**src/sv/cau_pkg.sv**
```systemverilog
// Shared types, codes and constants of the complex arithmetic unit.
package cau_pkg;

   localparam int WORD_BITS_DEF = 32;
   localparam int FRAC_BITS_DEF = 16;
   localparam int FIELD_BITS    = 32;
   localparam int OP_BITS       = 3;
   localparam int STATUS_BITS   = 2;
   localparam int ANG_FRAC      = 24;
   localparam int CORDIC_STEPS  = 28;
   localparam int NORM_EXP      = 40;
   localparam longint DEG90     = 64'd90 << ANG_FRAC;

   localparam logic [OP_BITS-1:0] OP_ADD   = 3'd0;
   localparam logic [OP_BITS-1:0] OP_SUB   = 3'd1;
   localparam logic [OP_BITS-1:0] OP_MUL   = 3'd2;
   localparam logic [OP_BITS-1:0] OP_DIV   = 3'd3;
   localparam logic [OP_BITS-1:0] OP_POLAR = 3'd4;

   localparam logic [STATUS_BITS-1:0] ST_OK   = 2'd0;
   localparam logic [STATUS_BITS-1:0] ST_DIV0 = 2'd1;
   localparam logic [STATUS_BITS-1:0] ST_SAT  = 2'd2;

   typedef enum logic [3:0] {
      S_IDLE,
      S_LOAD,
      S_MULT,
      S_POST,
      S_DIVIDE,
      S_DFIN,
      S_SQRT,
      S_SFIN,
      S_NORM,
      S_ROTATE,
      S_AFIN,
      S_DONE
   } state_type;

   // Arctangent of 2^-i in degrees with 24 fraction bits.
   function automatic logic [29:0] atan_deg(input logic [4:0] idx);
      case (idx)
         5'd0:  return 30'd754974720;
         5'd1:  return 30'd445687602;
         5'd2:  return 30'd235489088;
         5'd3:  return 30'd119537938;
         5'd4:  return 30'd60000934;
         5'd5:  return 30'd30029717;
         5'd6:  return 30'd15018523;
         5'd7:  return 30'd7509720;
         5'd8:  return 30'd3754917;
         5'd9:  return 30'd1877466;
         5'd10: return 30'd938734;
         5'd11: return 30'd469367;
         5'd12: return 30'd234684;
         5'd13: return 30'd117342;
         5'd14: return 30'd58671;
         5'd15: return 30'd29335;
         5'd16: return 30'd14668;
         5'd17: return 30'd7334;
         5'd18: return 30'd3667;
         5'd19: return 30'd1833;
         5'd20: return 30'd917;
         5'd21: return 30'd458;
         5'd22: return 30'd229;
         5'd23: return 30'd115;
         5'd24: return 30'd57;
         5'd25: return 30'd29;
         5'd26: return 30'd14;
         5'd27: return 30'd7;
         default: return 30'd0;
      endcase
   endfunction

endpackage

```
**src/sv/cau_if.sv**
```systemverilog
// Valid/ready channel interfaces for the request and response sides.
interface cau_req_if;
   logic                                valid;
   logic                                ready;
   logic [cau_pkg::OP_BITS-1:0]         op;
   logic                                use_acc;
   logic signed [cau_pkg::FIELD_BITS-1:0] a_re;
   logic signed [cau_pkg::FIELD_BITS-1:0] a_im;
   logic signed [cau_pkg::FIELD_BITS-1:0] b_re;
   logic signed [cau_pkg::FIELD_BITS-1:0] b_im;

   modport source (output valid, op, use_acc, a_re, a_im, b_re, b_im, input ready);
   modport sink (input valid, op, use_acc, a_re, a_im, b_re, b_im, output ready);
endinterface

interface cau_rsp_if;
   logic                                  valid;
   logic                                  ready;
   logic signed [cau_pkg::FIELD_BITS-1:0] res_re;
   logic signed [cau_pkg::FIELD_BITS-1:0] res_im;
   logic [cau_pkg::STATUS_BITS-1:0]       status;

   modport source (output valid, res_re, res_im, status, input ready);
   modport sink (input valid, res_re, res_im, status, output ready);
endinterface

```
**src/sv/complex_arithmetic_unit.sv**
```systemverilog
// Complex ALU with accumulator: serial multiply, divide, square root and CORDIC polar.
// The multiplier, divider and square root work one bit per cycle and the CORDIC one step
// per cycle; one item is in work at a time, the next taken once the previous result sits
// in the output register. Synchronous reset clears the accumulator.
module complex_arithmetic_unit #(
   parameter int WORD_BITS = cau_pkg::WORD_BITS_DEF,
   parameter int FRAC_BITS = cau_pkg::FRAC_BITS_DEF
) (
   input logic       clock,
   input logic       reset,
   cau_req_if.sink   req_chan,
   cau_rsp_if.source rsp_chan
);

   localparam int W    = WORD_BITS;
   localparam int F    = FRAC_BITS;
   localparam int PW   = 2 * W + 2;
   localparam int DW   = 3 * W;
   localparam int RW   = 2 * W + 1;
   localparam int SRW  = W + 3;
   localparam int CW   = 46;
   localparam int ZW   = 34;
   localparam int AW   = ZW + 8;
   localparam int CNTW = ($clog2(W) > 5) ? $clog2(W) : 5;
   localparam int ANG_SHR = (F <= cau_pkg::ANG_FRAC) ? cau_pkg::ANG_FRAC - F : 0;
   localparam int ANG_SHL = (F > cau_pkg::ANG_FRAC) ? F - cau_pkg::ANG_FRAC : 0;
   localparam logic signed [CW-1:0] LIMP = CW'(64'd1 << cau_pkg::NORM_EXP);
   localparam logic signed [ZW-1:0] Z90  = ZW'(cau_pkg::DEG90);

   function automatic logic [W:0] sat_w(input logic neg, input logic [DW-1:0] mag);
      logic [DW-1:0] lim;
      logic [W-1:0]  low;
      lim = DW'(1) << (W - 1);
      low = mag[W-1:0];
      if (neg) begin
         if (mag > lim) return {1'b1, 1'b1, {(W - 1){1'b0}}};
         return {1'b0, W'(-low)};
      end
      if (mag > lim - DW'(1)) return {1'b1, 1'b0, {(W - 1){1'b1}}};
      return {1'b0, low};
   endfunction

   function automatic logic [W:0] sat_sv(input logic signed [DW-1:0] v);
      logic [DW-1:0] m;
      m = v[DW-1] ? unsigned'(-v) : unsigned'(v);
      return sat_w(v[DW-1], m);
   endfunction

   function automatic logic [W-1:0] mag_w(input logic signed [W-1:0] v);
      return v[W-1] ? unsigned'(-v) : unsigned'(v);
   endfunction

   cau_pkg::state_type state_ff, state_in;

   logic [cau_pkg::OP_BITS-1:0] op_ff;
   logic [1:0]                  pass_ff;
   logic signed [W-1:0]         ar_ff, ai_ff, br_ff, bi_ff;
   logic signed [W-1:0]         acc_re_ff, acc_im_ff;
   logic signed [W-1:0]         res_re_ff, res_im_ff;
   logic                        sat_ff, dz_ff;
   logic [2*W-1:0]              mc1_ff, mc2_ff;
   logic [W-1:0]                mp1_ff, mp2_ff;
   logic                        sg1_ff, sg2_ff;
   logic signed [PW-1:0]        macc_ff;
   logic [CNTW-1:0]             cnt_ff;
   logic [2*W-1:0]              den_ff;
   logic [RW-1:0]               rem_ff;
   logic [W-1:0]                dl_ff;
   logic                        nneg_ff;
   logic [2*W-1:0]              sq_ff;
   logic [W-1:0]                root_ff;
   logic [SRW-1:0]              srem_ff;
   logic signed [CW-1:0]        x_ff, y_ff;
   logic signed [ZW-1:0]        z_ff;
   logic                        rsp_valid_ff;
   logic signed [cau_pkg::FIELD_BITS-1:0] rsp_re_ff, rsp_im_ff;
   logic [cau_pkg::STATUS_BITS-1:0]       rsp_status_ff;

   logic signed [W-1:0] x1, y1, x2, y2;
   logic                n1, n2;
   logic signed [PW-1:0] t1, t2;
   logic                macc_neg;
   logic [PW-1:0]       macc_mag, mul_rnd;
   logic [W:0]          mul_res;
   logic signed [W:0]   sum_re, sum_im;
   logic [W:0]          as_re, as_im;
   logic [DW-1:0]       divd, div_hi;
   logic                div_ovf;
   logic [W:0]          div_ovf_res;
   logic [RW-1:0]       r2;
   logic                r2_ge;
   logic [W:0]          q_rnd, dfin_res;
   logic [SRW+1:0]      sq_t, sq_trial;
   logic                sq_ge;
   logic [W:0]          smag, sfin_res;
   logic                pt_zero, norm_more;
   logic signed [CW-1:0] xa, ya, dx, dy;
   logic signed [ZW-1:0] atan_v;
   logic [ZW-1:0]       zmag;
   logic [AW-1:0]       aconv;
   logic [W:0]          afin_res;
   logic                last_bit, last_rot;
   logic                req_ready, req_fire, done_fire;
   logic                req_long;

   // Operand pairs for each dot-product pass.
   always_comb begin
      x1 = ar_ff;
      y1 = ar_ff;
      n1 = 1'b0;
      x2 = ai_ff;
      y2 = ai_ff;
      n2 = 1'b0;
      case (op_ff)
         cau_pkg::OP_MUL: begin
            if (pass_ff == 2'd0) begin
               y1 = br_ff;
               y2 = bi_ff;
               n2 = 1'b1;
            end else begin
               y1 = bi_ff;
               y2 = br_ff;
            end
         end
         cau_pkg::OP_DIV: begin
            if (pass_ff == 2'd0) begin
               x1 = br_ff;
               y1 = br_ff;
               x2 = bi_ff;
               y2 = bi_ff;
            end else if (pass_ff == 2'd1) begin
               y1 = br_ff;
               y2 = bi_ff;
            end else begin
               x1 = ai_ff;
               y1 = br_ff;
               x2 = ar_ff;
               y2 = bi_ff;
               n2 = 1'b1;
            end
         end
         default: begin
         end
      endcase
   end

   always_comb begin
      t1 = '0;
      t2 = '0;
      if (mp1_ff[0]) t1 = sg1_ff ? -$signed({2'b00, mc1_ff}) : $signed({2'b00, mc1_ff});
      if (mp2_ff[0]) t2 = sg2_ff ? -$signed({2'b00, mc2_ff}) : $signed({2'b00, mc2_ff});

      macc_neg = macc_ff[PW-1];
      macc_mag = macc_neg ? unsigned'(-macc_ff) : unsigned'(macc_ff);
      mul_rnd  = ((macc_mag >> (F - 1)) + PW'(1)) >> 1;
      mul_res  = sat_w(macc_neg, DW'(mul_rnd));

      if (op_ff == cau_pkg::OP_SUB) begin
         sum_re = (W + 1)'(ar_ff) - (W + 1)'(br_ff);
         sum_im = (W + 1)'(ai_ff) - (W + 1)'(bi_ff);
      end else begin
         sum_re = (W + 1)'(ar_ff) + (W + 1)'(br_ff);
         sum_im = (W + 1)'(ai_ff) + (W + 1)'(bi_ff);
      end
      as_re = sat_sv(DW'(sum_re));
      as_im = sat_sv(DW'(sum_im));

      divd        = DW'(macc_mag) << F;
      div_hi      = divd >> W;
      div_ovf     = div_hi >= DW'(den_ff);
      div_ovf_res = sat_w(macc_neg, '1);

      r2       = {rem_ff[RW-2:0], dl_ff[W-1]};
      r2_ge    = r2 >= RW'(den_ff);
      q_rnd    = (W + 1)'(dl_ff) + (W + 1)'({rem_ff, 1'b0} >= (RW + 1)'(den_ff));
      dfin_res = sat_w(nneg_ff, DW'(q_rnd));

      sq_t     = {srem_ff, sq_ff[2*W-1 -: 2]};
      sq_trial = (SRW + 2)'({root_ff, 2'b01});
      sq_ge    = sq_t >= sq_trial;
      smag     = (W + 1)'(root_ff) + (W + 1)'(srem_ff > SRW'(root_ff));
      sfin_res = sat_w(1'b0, DW'(smag));

      pt_zero   = (ar_ff == '0) && (ai_ff == '0);
      xa        = CW'(ar_ff);
      ya        = CW'(ai_ff);
      norm_more = (x_ff < LIMP) && (x_ff > -LIMP) && (y_ff < LIMP) && (y_ff > -LIMP);
      dx        = y_ff >>> cnt_ff;
      dy        = x_ff >>> cnt_ff;
      atan_v    = signed'(ZW'(cau_pkg::atan_deg(cnt_ff[4:0])));

      zmag     = z_ff[ZW-1] ? unsigned'(-z_ff) : unsigned'(z_ff);
      aconv    = ((((AW'(zmag) << 1) >> ANG_SHR) + AW'(1)) >> 1) << ANG_SHL;
      afin_res = sat_w(z_ff[ZW-1], DW'(aconv));

      last_bit = cnt_ff == CNTW'(W - 1);
      last_rot = cnt_ff == CNTW'(cau_pkg::CORDIC_STEPS - 1);
      req_long = (req_chan.op == cau_pkg::OP_MUL) || (req_chan.op == cau_pkg::OP_DIV) ||
                 (req_chan.op == cau_pkg::OP_POLAR);
   end

   // Next state.
   always_comb begin
      state_in = state_ff;
      case (state_ff)
         cau_pkg::S_IDLE: begin
            if (req_fire) state_in = req_long ? cau_pkg::S_LOAD : cau_pkg::S_POST;
         end
         cau_pkg::S_LOAD: state_in = cau_pkg::S_MULT;
         cau_pkg::S_MULT: begin
            if (last_bit) state_in = cau_pkg::S_POST;
         end
         cau_pkg::S_POST: begin
            case (op_ff)
               cau_pkg::OP_MUL: begin
                  state_in = (pass_ff == 2'd0) ? cau_pkg::S_LOAD : cau_pkg::S_DONE;
               end
               cau_pkg::OP_DIV: begin
                  if (pass_ff == 2'd0) begin
                     state_in = (macc_ff == '0) ? cau_pkg::S_DONE : cau_pkg::S_LOAD;
                  end else if (div_ovf) begin
                     state_in = (pass_ff == 2'd1) ? cau_pkg::S_LOAD : cau_pkg::S_DONE;
                  end else begin
                     state_in = cau_pkg::S_DIVIDE;
                  end
               end
               cau_pkg::OP_POLAR: state_in = cau_pkg::S_SQRT;
               default: state_in = cau_pkg::S_DONE;
            endcase
         end
         cau_pkg::S_DIVIDE: begin
            if (last_bit) state_in = cau_pkg::S_DFIN;
         end
         cau_pkg::S_DFIN: begin
            state_in = (pass_ff == 2'd1) ? cau_pkg::S_LOAD : cau_pkg::S_DONE;
         end
         cau_pkg::S_SQRT: begin
            if (last_bit) state_in = cau_pkg::S_SFIN;
         end
         cau_pkg::S_SFIN: state_in = pt_zero ? cau_pkg::S_DONE : cau_pkg::S_NORM;
         cau_pkg::S_NORM: begin
            if (!norm_more) state_in = cau_pkg::S_ROTATE;
         end
         cau_pkg::S_ROTATE: begin
            if (last_rot) state_in = cau_pkg::S_AFIN;
         end
         cau_pkg::S_AFIN: state_in = cau_pkg::S_DONE;
         cau_pkg::S_DONE: begin
            if (done_fire) state_in = cau_pkg::S_IDLE;
         end
         default: state_in = cau_pkg::S_IDLE;
      endcase
   end

   // Handshake outputs.
   always_comb begin
      req_ready = state_ff == cau_pkg::S_IDLE;
      req_fire  = req_ready && req_chan.valid;
      done_fire = (state_ff == cau_pkg::S_DONE) && (!rsp_valid_ff || rsp_chan.ready);
   end

   assign req_chan.ready  = req_ready;
   assign rsp_chan.valid  = rsp_valid_ff;
   assign rsp_chan.res_re = rsp_re_ff;
   assign rsp_chan.res_im = rsp_im_ff;
   assign rsp_chan.status = rsp_status_ff;

   always_ff @(posedge clock) begin
      if (reset) begin
         state_ff     <= cau_pkg::S_IDLE;
         rsp_valid_ff <= 1'b0;
         acc_re_ff    <= '0;
         acc_im_ff    <= '0;
      end else begin
         state_ff <= state_in;
         if (done_fire) begin
            rsp_valid_ff <= 1'b1;
            case (op_ff)
               cau_pkg::OP_ADD, cau_pkg::OP_SUB, cau_pkg::OP_MUL, cau_pkg::OP_DIV: begin
                  if (!dz_ff) begin
                     acc_re_ff <= res_re_ff;
                     acc_im_ff <= res_im_ff;
                  end
               end
               cau_pkg::OP_POLAR: begin
                  acc_re_ff <= ar_ff;
                  acc_im_ff <= ai_ff;
               end
               default: begin
               end
            endcase
         end else if (rsp_chan.ready) begin
            rsp_valid_ff <= 1'b0;
         end
      end
   end

   always_ff @(posedge clock) begin
      if (done_fire) begin
         rsp_re_ff     <= cau_pkg::FIELD_BITS'(res_re_ff);
         rsp_im_ff     <= cau_pkg::FIELD_BITS'(res_im_ff);
         rsp_status_ff <= dz_ff ? cau_pkg::ST_DIV0 : (sat_ff ? cau_pkg::ST_SAT : cau_pkg::ST_OK);
      end
   end

   // Datapath of the sequencer.
   always_ff @(posedge clock) begin
      case (state_ff)
         cau_pkg::S_IDLE: begin
            if (req_fire) begin
               op_ff   <= req_chan.op;
               ar_ff   <= req_chan.use_acc ? acc_re_ff : signed'(req_chan.a_re[W-1:0]);
               ai_ff   <= req_chan.use_acc ? acc_im_ff : signed'(req_chan.a_im[W-1:0]);
               br_ff   <= signed'(req_chan.b_re[W-1:0]);
               bi_ff   <= signed'(req_chan.b_im[W-1:0]);
               sat_ff  <= 1'b0;
               dz_ff   <= 1'b0;
               pass_ff <= 2'd0;
            end
         end
         cau_pkg::S_LOAD: begin
            mc1_ff  <= (2 * W)'(mag_w(x1));
            mc2_ff  <= (2 * W)'(mag_w(x2));
            mp1_ff  <= mag_w(y1);
            mp2_ff  <= mag_w(y2);
            sg1_ff  <= n1 ^ x1[W-1] ^ y1[W-1];
            sg2_ff  <= n2 ^ x2[W-1] ^ y2[W-1];
            macc_ff <= '0;
            cnt_ff  <= '0;
         end
         cau_pkg::S_MULT: begin
            macc_ff <= macc_ff + t1 + t2;
            mc1_ff  <= mc1_ff << 1;
            mc2_ff  <= mc2_ff << 1;
            mp1_ff  <= mp1_ff >> 1;
            mp2_ff  <= mp2_ff >> 1;
            cnt_ff  <= cnt_ff + CNTW'(1);
         end
         cau_pkg::S_POST: begin
            case (op_ff)
               cau_pkg::OP_ADD, cau_pkg::OP_SUB: begin
                  res_re_ff <= signed'(as_re[W-1:0]);
                  res_im_ff <= signed'(as_im[W-1:0]);
                  sat_ff    <= as_re[W] | as_im[W];
               end
               cau_pkg::OP_MUL: begin
                  if (pass_ff == 2'd0) begin
                     res_re_ff <= signed'(mul_res[W-1:0]);
                     pass_ff   <= 2'd1;
                  end else begin
                     res_im_ff <= signed'(mul_res[W-1:0]);
                  end
                  sat_ff <= sat_ff | mul_res[W];
               end
               cau_pkg::OP_DIV: begin
                  if (pass_ff == 2'd0) begin
                     den_ff <= macc_ff[2*W-1:0];
                     if (macc_ff == '0) begin
                        dz_ff     <= 1'b1;
                        res_re_ff <= '0;
                        res_im_ff <= '0;
                     end else begin
                        pass_ff <= 2'd1;
                     end
                  end else if (div_ovf) begin
                     if (pass_ff == 2'd1) begin
                        res_re_ff <= signed'(div_ovf_res[W-1:0]);
                        pass_ff   <= 2'd2;
                     end else begin
                        res_im_ff <= signed'(div_ovf_res[W-1:0]);
                     end
                     sat_ff <= 1'b1;
                  end else begin
                     rem_ff  <= div_hi[RW-1:0];
                     dl_ff   <= divd[W-1:0];
                     nneg_ff <= macc_neg;
                     cnt_ff  <= '0;
                  end
               end
               cau_pkg::OP_POLAR: begin
                  sq_ff   <= macc_ff[2*W-1:0];
                  root_ff <= '0;
                  srem_ff <= '0;
                  cnt_ff  <= '0;
               end
               default: begin
                  res_re_ff <= acc_re_ff;
                  res_im_ff <= acc_im_ff;
               end
            endcase
         end
         cau_pkg::S_DIVIDE: begin
            rem_ff <= r2_ge ? r2 - RW'(den_ff) : r2;
            dl_ff  <= {dl_ff[W-2:0], r2_ge};
            cnt_ff <= cnt_ff + CNTW'(1);
         end
         cau_pkg::S_DFIN: begin
            if (pass_ff == 2'd1) begin
               res_re_ff <= signed'(dfin_res[W-1:0]);
               pass_ff   <= 2'd2;
            end else begin
               res_im_ff <= signed'(dfin_res[W-1:0]);
            end
            sat_ff <= sat_ff | dfin_res[W];
         end
         cau_pkg::S_SQRT: begin
            srem_ff <= SRW'(sq_ge ? sq_t - sq_trial : sq_t);
            root_ff <= {root_ff[W-2:0], sq_ge};
            sq_ff   <= sq_ff << 2;
            cnt_ff  <= cnt_ff + CNTW'(1);
         end
         cau_pkg::S_SFIN: begin
            res_re_ff <= signed'(sfin_res[W-1:0]);
            sat_ff    <= sat_ff | sfin_res[W];
            if (pt_zero) res_im_ff <= '0;
            if (ar_ff < 0) begin
               if (ai_ff >= 0) begin
                  x_ff <= ya;
                  y_ff <= -xa;
                  z_ff <= Z90;
               end else begin
                  x_ff <= -ya;
                  y_ff <= xa;
                  z_ff <= -Z90;
               end
            end else begin
               x_ff <= xa;
               y_ff <= ya;
               z_ff <= '0;
            end
         end
         cau_pkg::S_NORM: begin
            if (norm_more) begin
               x_ff <= x_ff <<< 1;
               y_ff <= y_ff <<< 1;
            end else begin
               cnt_ff <= '0;
            end
         end
         cau_pkg::S_ROTATE: begin
            if (y_ff > 0) begin
               x_ff <= x_ff + dx;
               y_ff <= y_ff - dy;
               z_ff <= z_ff + atan_v;
            end else if (y_ff < 0) begin
               x_ff <= x_ff - dx;
               y_ff <= y_ff + dy;
               z_ff <= z_ff - atan_v;
            end
            cnt_ff <= cnt_ff + CNTW'(1);
         end
         cau_pkg::S_AFIN: begin
            res_im_ff <= signed'(afin_res[W-1:0]);
            sat_ff    <= sat_ff | afin_res[W];
         end
         default: begin
         end
      endcase
   end

endmodule

```
**src/flat_wrapper.sv**
```systemverilog
// flat-port wrapper written by rule: the top's interface ports become plain ports
module complex_arithmetic_unit_flat 
#(
   parameter int WORD_BITS = cau_pkg::WORD_BITS_DEF,
   parameter int FRAC_BITS = cau_pkg::FRAC_BITS_DEF
)
  (clock, reset, req_chan_valid, req_chan_op, req_chan_use_acc, req_chan_a_re, req_chan_a_im, req_chan_b_re, req_chan_b_im, req_chan_ready, rsp_chan_valid, rsp_chan_res_re, rsp_chan_res_im, rsp_chan_status, rsp_chan_ready);
  cau_req_if req_chan_i ();
  cau_rsp_if rsp_chan_i ();
  input logic clock;
  input logic reset;
  input wire logic [$bits(req_chan_i.valid)-1:0] req_chan_valid;
  input wire logic [$bits(req_chan_i.op)-1:0] req_chan_op;
  input wire logic [$bits(req_chan_i.use_acc)-1:0] req_chan_use_acc;
  input wire logic [$bits(req_chan_i.a_re)-1:0] req_chan_a_re;
  input wire logic [$bits(req_chan_i.a_im)-1:0] req_chan_a_im;
  input wire logic [$bits(req_chan_i.b_re)-1:0] req_chan_b_re;
  input wire logic [$bits(req_chan_i.b_im)-1:0] req_chan_b_im;
  output wire logic [$bits(req_chan_i.ready)-1:0] req_chan_ready;
  output wire logic [$bits(rsp_chan_i.valid)-1:0] rsp_chan_valid;
  output wire logic [$bits(rsp_chan_i.res_re)-1:0] rsp_chan_res_re;
  output wire logic [$bits(rsp_chan_i.res_im)-1:0] rsp_chan_res_im;
  output wire logic [$bits(rsp_chan_i.status)-1:0] rsp_chan_status;
  input wire logic [$bits(rsp_chan_i.ready)-1:0] rsp_chan_ready;
  assign req_chan_i.valid = req_chan_valid;
  assign req_chan_i.op = req_chan_op;
  assign req_chan_i.use_acc = req_chan_use_acc;
  assign req_chan_i.a_re = req_chan_a_re;
  assign req_chan_i.a_im = req_chan_a_im;
  assign req_chan_i.b_re = req_chan_b_re;
  assign req_chan_i.b_im = req_chan_b_im;
  assign req_chan_ready = req_chan_i.ready;
  assign rsp_chan_valid = rsp_chan_i.valid;
  assign rsp_chan_res_re = rsp_chan_i.res_re;
  assign rsp_chan_res_im = rsp_chan_i.res_im;
  assign rsp_chan_status = rsp_chan_i.status;
  assign rsp_chan_i.ready = rsp_chan_ready;
  complex_arithmetic_unit #(.WORD_BITS(WORD_BITS), .FRAC_BITS(FRAC_BITS)) u_core (.clock(clock), .reset(reset), .req_chan(req_chan_i), .rsp_chan(rsp_chan_i));
endmodule
```
**config.mk**
```make
export PLATFORM = sky130hd
export DESIGN_NAME = complex_arithmetic_unit_flat
export DESIGN_NICKNAME = d
export VERILOG_FILES = /design/src/sv/cau_pkg.sv /design/src/sv/cau_if.sv /design/src/sv/complex_arithmetic_unit.sv /design/src/flat_wrapper.sv
export SDC_FILE = /design/constraint.sdc
export NUM_CORES = 2
export LEC_CHECK = 0
export ABC_AREA = 0
export BUFFER_PORTS_ARGS = -buffer_cell sky130_fd_sc_hd__buf_2
export CAP_MARGIN = 25
export CORE_UTILIZATION = 45
export DETAILED_ROUTE_END_ITERATION = 6
export MAX_ROUTING_LAYER = met4
export PLACE_DENSITY = 0.58
export SETUP_SLACK_MARGIN = 0.2
export SYNTH_ARGS = -nofsm -noshare
export SYNTH_HDL_FRONTEND = slang
export SYNTH_SLANG_ARGS = --single-unit
```
**constraint.sdc**
```tcl
create_clock -name clock -period 27.8 [get_ports clock]
set_input_delay 5.56 -clock clock [delete_from_list [all_inputs] [get_ports clock]]
set_output_delay 5.56 -clock clock [all_outputs]
set_load 0.03 [all_outputs]
```
Yosys cells after proc, flatten, opt, wreduce, memory -nomap -nowiden
Memory sizes are Yosys's and may differ from the RTL's. A register that Yosys moved wholly into a read port is not among the register bits.
Index checks and enable logic that the tools add are counted.
{"block": "op_classes", "muxes": 194, "shifts": 2, "eq_ne": 54, "addsub": 36, "magnitude_cmp": 24, "mul": 0, "n_reduce_logical": 47, "n_div": 0, "bitwise_logic": 10}
{"op": "$mux W32", "n": 36}
{"op": "$mux W33", "n": 34}
{"op": "$pmux W32 S2", "n": 8}
{"op": "$mux W46", "n": 10}
{"op": "$pmux W32 S4", "n": 3}
{"op": "$pmux W64 S2", "n": 3}
{"op": "$mux W66", "n": 5}
{"op": "$neg A32 Y32", "n": 9}
{"op": "$pmux W46 S3", "n": 2}
{"op": "$mux W65", "n": 4}
{"op": "$gt A96 B31 Y1 const B", "n": 2}
{"op": "$gt A96 B32 Y1 const B", "n": 2}
{"op": "$mux W96", "n": 2}
{"op": "$neg A33 Y96", "n": 2}
{"op": "$mux W34", "n": 5}
{"op": "$add A66 B66 Y66", "n": 2}
{"op": "$neg A64 Y66", "n": 2}
{"op": "$pmux W66 S2", "n": 1}
{"op": "$pmux W65 S2", "n": 1}
{"op": "$pmux W32 S3", "n": 1}
{"op": "$add A46 B46 Y46", "n": 2}
{"op": "$gt A46 B41 Y1 const B", "n": 2}
{"op": "$lt A46 B42 Y1 const B", "n": 2}
{"op": "$neg A32 Y46", "n": 2}
{"op": "87 further kinds", "n": 225}
{"block": "word_totals", "word_cells": 403, "inputBits": 136, "ramBits": 0, "ff_bits": 1018, "n_memories": 1, "output_inout_bits": 68, "mem_bits_ro": 960, "latch_bits": 0}
{"name": "(no name shown)", "depth": 32, "word_bits": 30, "read_ports": 1, "rd_ports_with_merged_regs": 1, "write_ports": 0, "line": "cau_pkg.sv:41", "rtl": "case (idx)"}

Depth between registers and ports, before layout
{"block": "depth", "ltp_word": 15, "depth_mapped": 37, "ltp_nobuf": 34}

Worst setup path before layout
OpenSTA, ideal clock, no wires.
{"block": "synth_path", "path_type": "register -> register", "start": "register u_core.state_ff[2]", "end": "register u_core.macc_ff[0], enable pin", "n_path_buf": 1, "setup_ps": 1234, "required_time_ps": 26566, "arrival_ps": 18754, "synth_period_minus_slack_ps": 19988, "slack_ps": 7812, "stages_incl_launch_ff": 4, "path_cell_list": "dfxtp_1 > or2_2 > clkbuf_1 > o21ai_0"}
{"block": "synth_via", "elab_chain_cells": 2, "word_cells_on_any_way": 3, "classes_between": "2 x eq/ne; 1 x reduce/logical"}
{"element": "from (decl)", "line": "complex_arithmetic_unit.sv:53", "rtl": "cau_pkg::state_type state_ff, state_in;"}
{"element": "from (signal assigned)", "line": "complex_arithmetic_unit.sv:270", "rtl": "state_ff <= cau_pkg::S_IDLE;"}
{"element": "from (signal assigned)", "line": "complex_arithmetic_unit.sv:275", "rtl": "state_ff <= state_in;"}
{"element": "$eq A4 B1 Y1 / $eq A4 B2 Y1 (equally long branches)", "line": "complex_arithmetic_unit.sv:308", "rtl": "case (state_ff)"}
{"element": "$reduce_bool A2 Y1 (no line) (*)"}
{"element": "to (signal assigned)", "line": "complex_arithmetic_unit.sv:332", "rtl": "macc_ff <= macc_ff + t1 + t2;"}
{"element": "to (decl)", "line": "complex_arithmetic_unit.sv:64", "rtl": "logic signed [PW-1:0] macc_ff;"}
Every way passes the cells marked *; elsewhere a longest branch is shown, timed or not.
A chain may end at the register's enable or synchronous reset.

Final worst setup path
{"block": "layout_path", "start": "register u_core.cnt_ff[0]", "end": "register u_core.y_ff[42] (data pin)"}
{"block": "layout_via", "elab_chain_cells": 5, "word_cells_on_any_way": 6, "classes_between": "2 x add/sub; 1 x shift; 3 x mux"}
{"element": "from (decl)", "line": "complex_arithmetic_unit.sv:65", "rtl": "logic [CNTW-1:0] cnt_ff;"}
{"element": "from (signal assigned)", "line": "complex_arithmetic_unit.sv:337", "rtl": "cnt_ff <= cnt_ff + CNTW'(1);"}
{"element": "from (signal assigned)", "line": "complex_arithmetic_unit.sv:395", "rtl": "cnt_ff <= cnt_ff + CNTW'(1);"}
{"element": "from (signal assigned)", "line": "complex_arithmetic_unit.sv:410", "rtl": "cnt_ff <= cnt_ff + CNTW'(1);"}
{"element": "$sshr A46 B5 Y46 (*)", "line": "complex_arithmetic_unit.sv:189", "rtl": "dy = x_ff >>> cnt_ff;"}
{"element": "$add A46 B46 Y46", "line": "complex_arithmetic_unit.sv:447", "rtl": "y_ff <= y_ff + dy;"}
{"element": "$mux W46", "line": "complex_arithmetic_unit.sv:445", "rtl": "end else if (y_ff < 0) begin"}
{"element": "$mux W46 (*)", "line": "complex_arithmetic_unit.sv:441", "rtl": "if (y_ff > 0) begin"}
{"element": "$pmux W46 S3 (*)", "line": "complex_arithmetic_unit.sv:308"}
{"element": "to (signal assigned)", "line": "complex_arithmetic_unit.sv:435", "rtl": "y_ff <= y_ff <<< 1;"}
{"element": "to (signal assigned)", "line": "complex_arithmetic_unit.sv:443", "rtl": "y_ff <= y_ff - dy;"}
{"element": "to (signal assigned)", "line": "complex_arithmetic_unit.sv:447"}
{"element": "to (decl)", "line": "complex_arithmetic_unit.sv:73", "rtl": "logic signed [CW-1:0] x_ff, y_ff;"}
Every way passes the cells marked *; elsewhere a longest branch is shown, timed or not. The select of a mux whose other input is x is not followed.

==> results.toml <==
[setup_path]
end_kind = "flip-flop"
critical_path_class = "reg -> reg"
max_stage_delay_ns = 0.80
critPathLaunchType = "flip-flop"
required_ns = 28.37
slowest_stage = "edfxtp_1"
crit_fanout = 45
arrival_ns = 10.41
r2r_setup_slack_ns = 17.96

[pwr]
ir_worst_vdd_mv = 0.122
power_density_nw_per_um2 = 153
p_leak_nw = 40.1

[clocking]
ctsResizeCount = 0
path_clk_slew_ns = 0.08
cts_tree = "built"
clkLatencyLatePin_ns = 0.86
htreeDepth = 4
cts-buffers-inserted = 136
cts.sinks = 1048
ctsHoldBuffers = 0
cts_max_path_buffers = 3
root_buffer = "clkbuf_16"
post-cts-setup-buffers = 0

[synth]
syn_nets = 12600
ys_ff_latch = 1048
synthCells = 11900
yosysTopAreaCell = "edfxtp_1"
synth_edf_count = 949
async_reset_ff_frac = 0
syn_area_per_cell_sq_um = 8.38
synthFlopType = "edfxtp_1"
yosysUniqueCellTypes = 112
netlist_area_sq_um = 100000
synth_warnings = 0
yosys.area.top_type_share = 0.285
synth_area_leaders = "edfxtp_1, xnor2_1, ha_1, nand2_1, o21ai_0"
seq_area_frac_synth = 0.305

[cells_and_area]
fin_nets = 12500
final_common_cell = "nand2_1"
final_layout_size_suffix_gt1_frac = 0.0946
mostFrequentLayoutCells = "nand2_1, nor2_1, edfxtp_1"
syn_to_final_growth_pct = 9.09

[route]
dr.pass1.iters = 7
wire_per_inst_microns = 29.4
ant_nets = 0
vias_per_cell = 6.50
vias = 96800
first_iter_violations = 12400
drc = 2
wirelength_microns = 438000

[die]
start_util = 0.454
fp-row-count = 172
core-area_sq_um = 220000
dieArea_sq_um = 224000
die_width_microns = 473
pin_count = 204
fp.dieH_microns = 473

[timing]
fmax_ghz = 0.102
timing.final.crit_share = 0.354
finalClockSkew_ns = 0.0534
setup_viol = 0
fin_crit_ns = 9.84
hold_viol_final = 0
max_slew.worst_pin.slew_ns = 1.35
fin_hold_ws_ns = 0.475
rsz0062_at_grt = "false"
relSlewSlack = 0.101
slew_violations = 0
fin_tns_setup_ns = 0

[flow_run]
max_cap_viol_count = 0

[global_route]
grt_pass1_wl_microns = 622000
grt_use_total = 0.389
overflow = 0
first_global_vias = 87900
antenna_found_initial = 47
grt_max_degree = 159

[outcome]
failed_checks = "DRC"
status = "finished, violations left"

[placement]
routabilityCongestion = 1.04
hpwl_microns = 340000
portBuffers = 203

[worst_hold_path]
hold_class = "reg -> reg"
logic make-up (layout without fill, tap and decap cells):
| logic type | after synthesis | after routing | synth area share |
|---|---|---|---|
| and+or+nand+nor | 4162 | 4162 | 0.202 |
| other | 0 | 22 | 0 |
| AOI/OAI and AO/OA | 3350 | 3350 | 0.213 |
| muxes | 484 | 484 | 0.0650 |
| buffers and inverters | 1263 | 1250 | 0.0481 |
| adders and majority gates | 521 | 521 | 0.0706 |
| xor gates and xnor gates | 1094 | 1094 | 0.0959 |
| DFF | 1048 | 1048 | 0.305 |
cell usage after synthesis, types with 154 or more instances:
| cell type | instances |
|---|---|
| nand3_1 | 289 |
| o21ai_0 | 924 |
| clkbuf_1 | 604 |
| and2_1 | 160 |
| a21o_1 | 212 |
| inv_1 | 521 |
| nor2_1 | 993 |
| xor2_1 | 333 |
| a21oi_1 | 826 |
| nand2_1 | 1281 |
| nor3_1 | 315 |
| mux2i_1 | 251 |
| xnor2_1 | 760 |
| a211oi_1 | 154 |
| edfxtp_1 | 949 |
| ha_1 | 449 |
path summary, 6_finish.rpt:
check	from	endpoint	cells after the start
worst max-delay path	u_core.cnt_ff[0]	u_core.y_ff[42]	29
worst min-delay path	u_core.res_re_ff[3]	u_core.rsp_chan.res_re[3]	0
worst max register to register	u_core.cnt_ff[0]	u_core.y_ff[42]	29
worst min register to register	u_core.res_re_ff[3]	u_core.rsp_chan.res_re[3]	0
layout make-up:
cell class,instances,area (sq um)
clock inverters,80,1190
repair buffers,467,3020
multi-input cells,9611,65000
flip-flops and latches,1048,30500
clock buffers,170,3610
inverters,533,2000
fillers,21100,111000
well taps,2958,3700
diodes,22,55.1
metrics by stage:
step	worst slack, ns	cells	area [sq um]	power [W]	utilization
floorplan	7.81	11900	100000	0.0110	-
global placement	17.50	14600	104000	0.0142	0.472
detailed placement	18.05	14600	104000	0.0143	0.473
CTS	18.04	14900	109000	0.0163	0.495
global route	17.25	14900	109000	0.0176	0.495
finish	17.96	14900	109000	0.0166	0.495
registers in the layout, summed over array words and instances (netlist names), 35 cells and up:
name and count:
u_core.sq_ff 64, u_core.mc2_ff 64, u_core.y_ff 46, u_core.mc1_ff 64, u_core.den_ff 64, u_core.rem_ff 65, u_core.x_ff 46, u_core.macc_ff 66
u_core.srem_ff 35
report_power, final:
part | switching (W) | internal (W) | total, W
Clock | 0.000817 | 0.00111 | 0.00193
Combinational | 0.00760 | 0.00414 | 0.0117
Sequential | 0.000546 | 0.00242 | 0.00297
worst max-delay path, delay by kind of cell, from the launching register on:
family | cells | cell delay, ns
buf+inv | 4 | 1.63
compound gates | 12 | 2.83
flops | 1 | 0.80
xor+xnor | 2 | 0.29
fa+ha+maj | 1 | 0.37
simple gates | 8 | 2.35
mux | 2 | 1.17
metal layers:
metal | share of wire | vias to the layer above | track usage | routed length, microns
met5 | 0 | - | - | 0
met4 | 0.063 | 0 | 0.211 | 27700
met2 | 0.42 | 4942 | 0.553 | 184000
li1 | - | 43600 | - | -
met1 | 0.42 | 47200 | 0.514 | 183000
met3 | 0.097 | 992 | 0.0804 | 42500
Note: power is estimated with default switching activity, not from simulation.
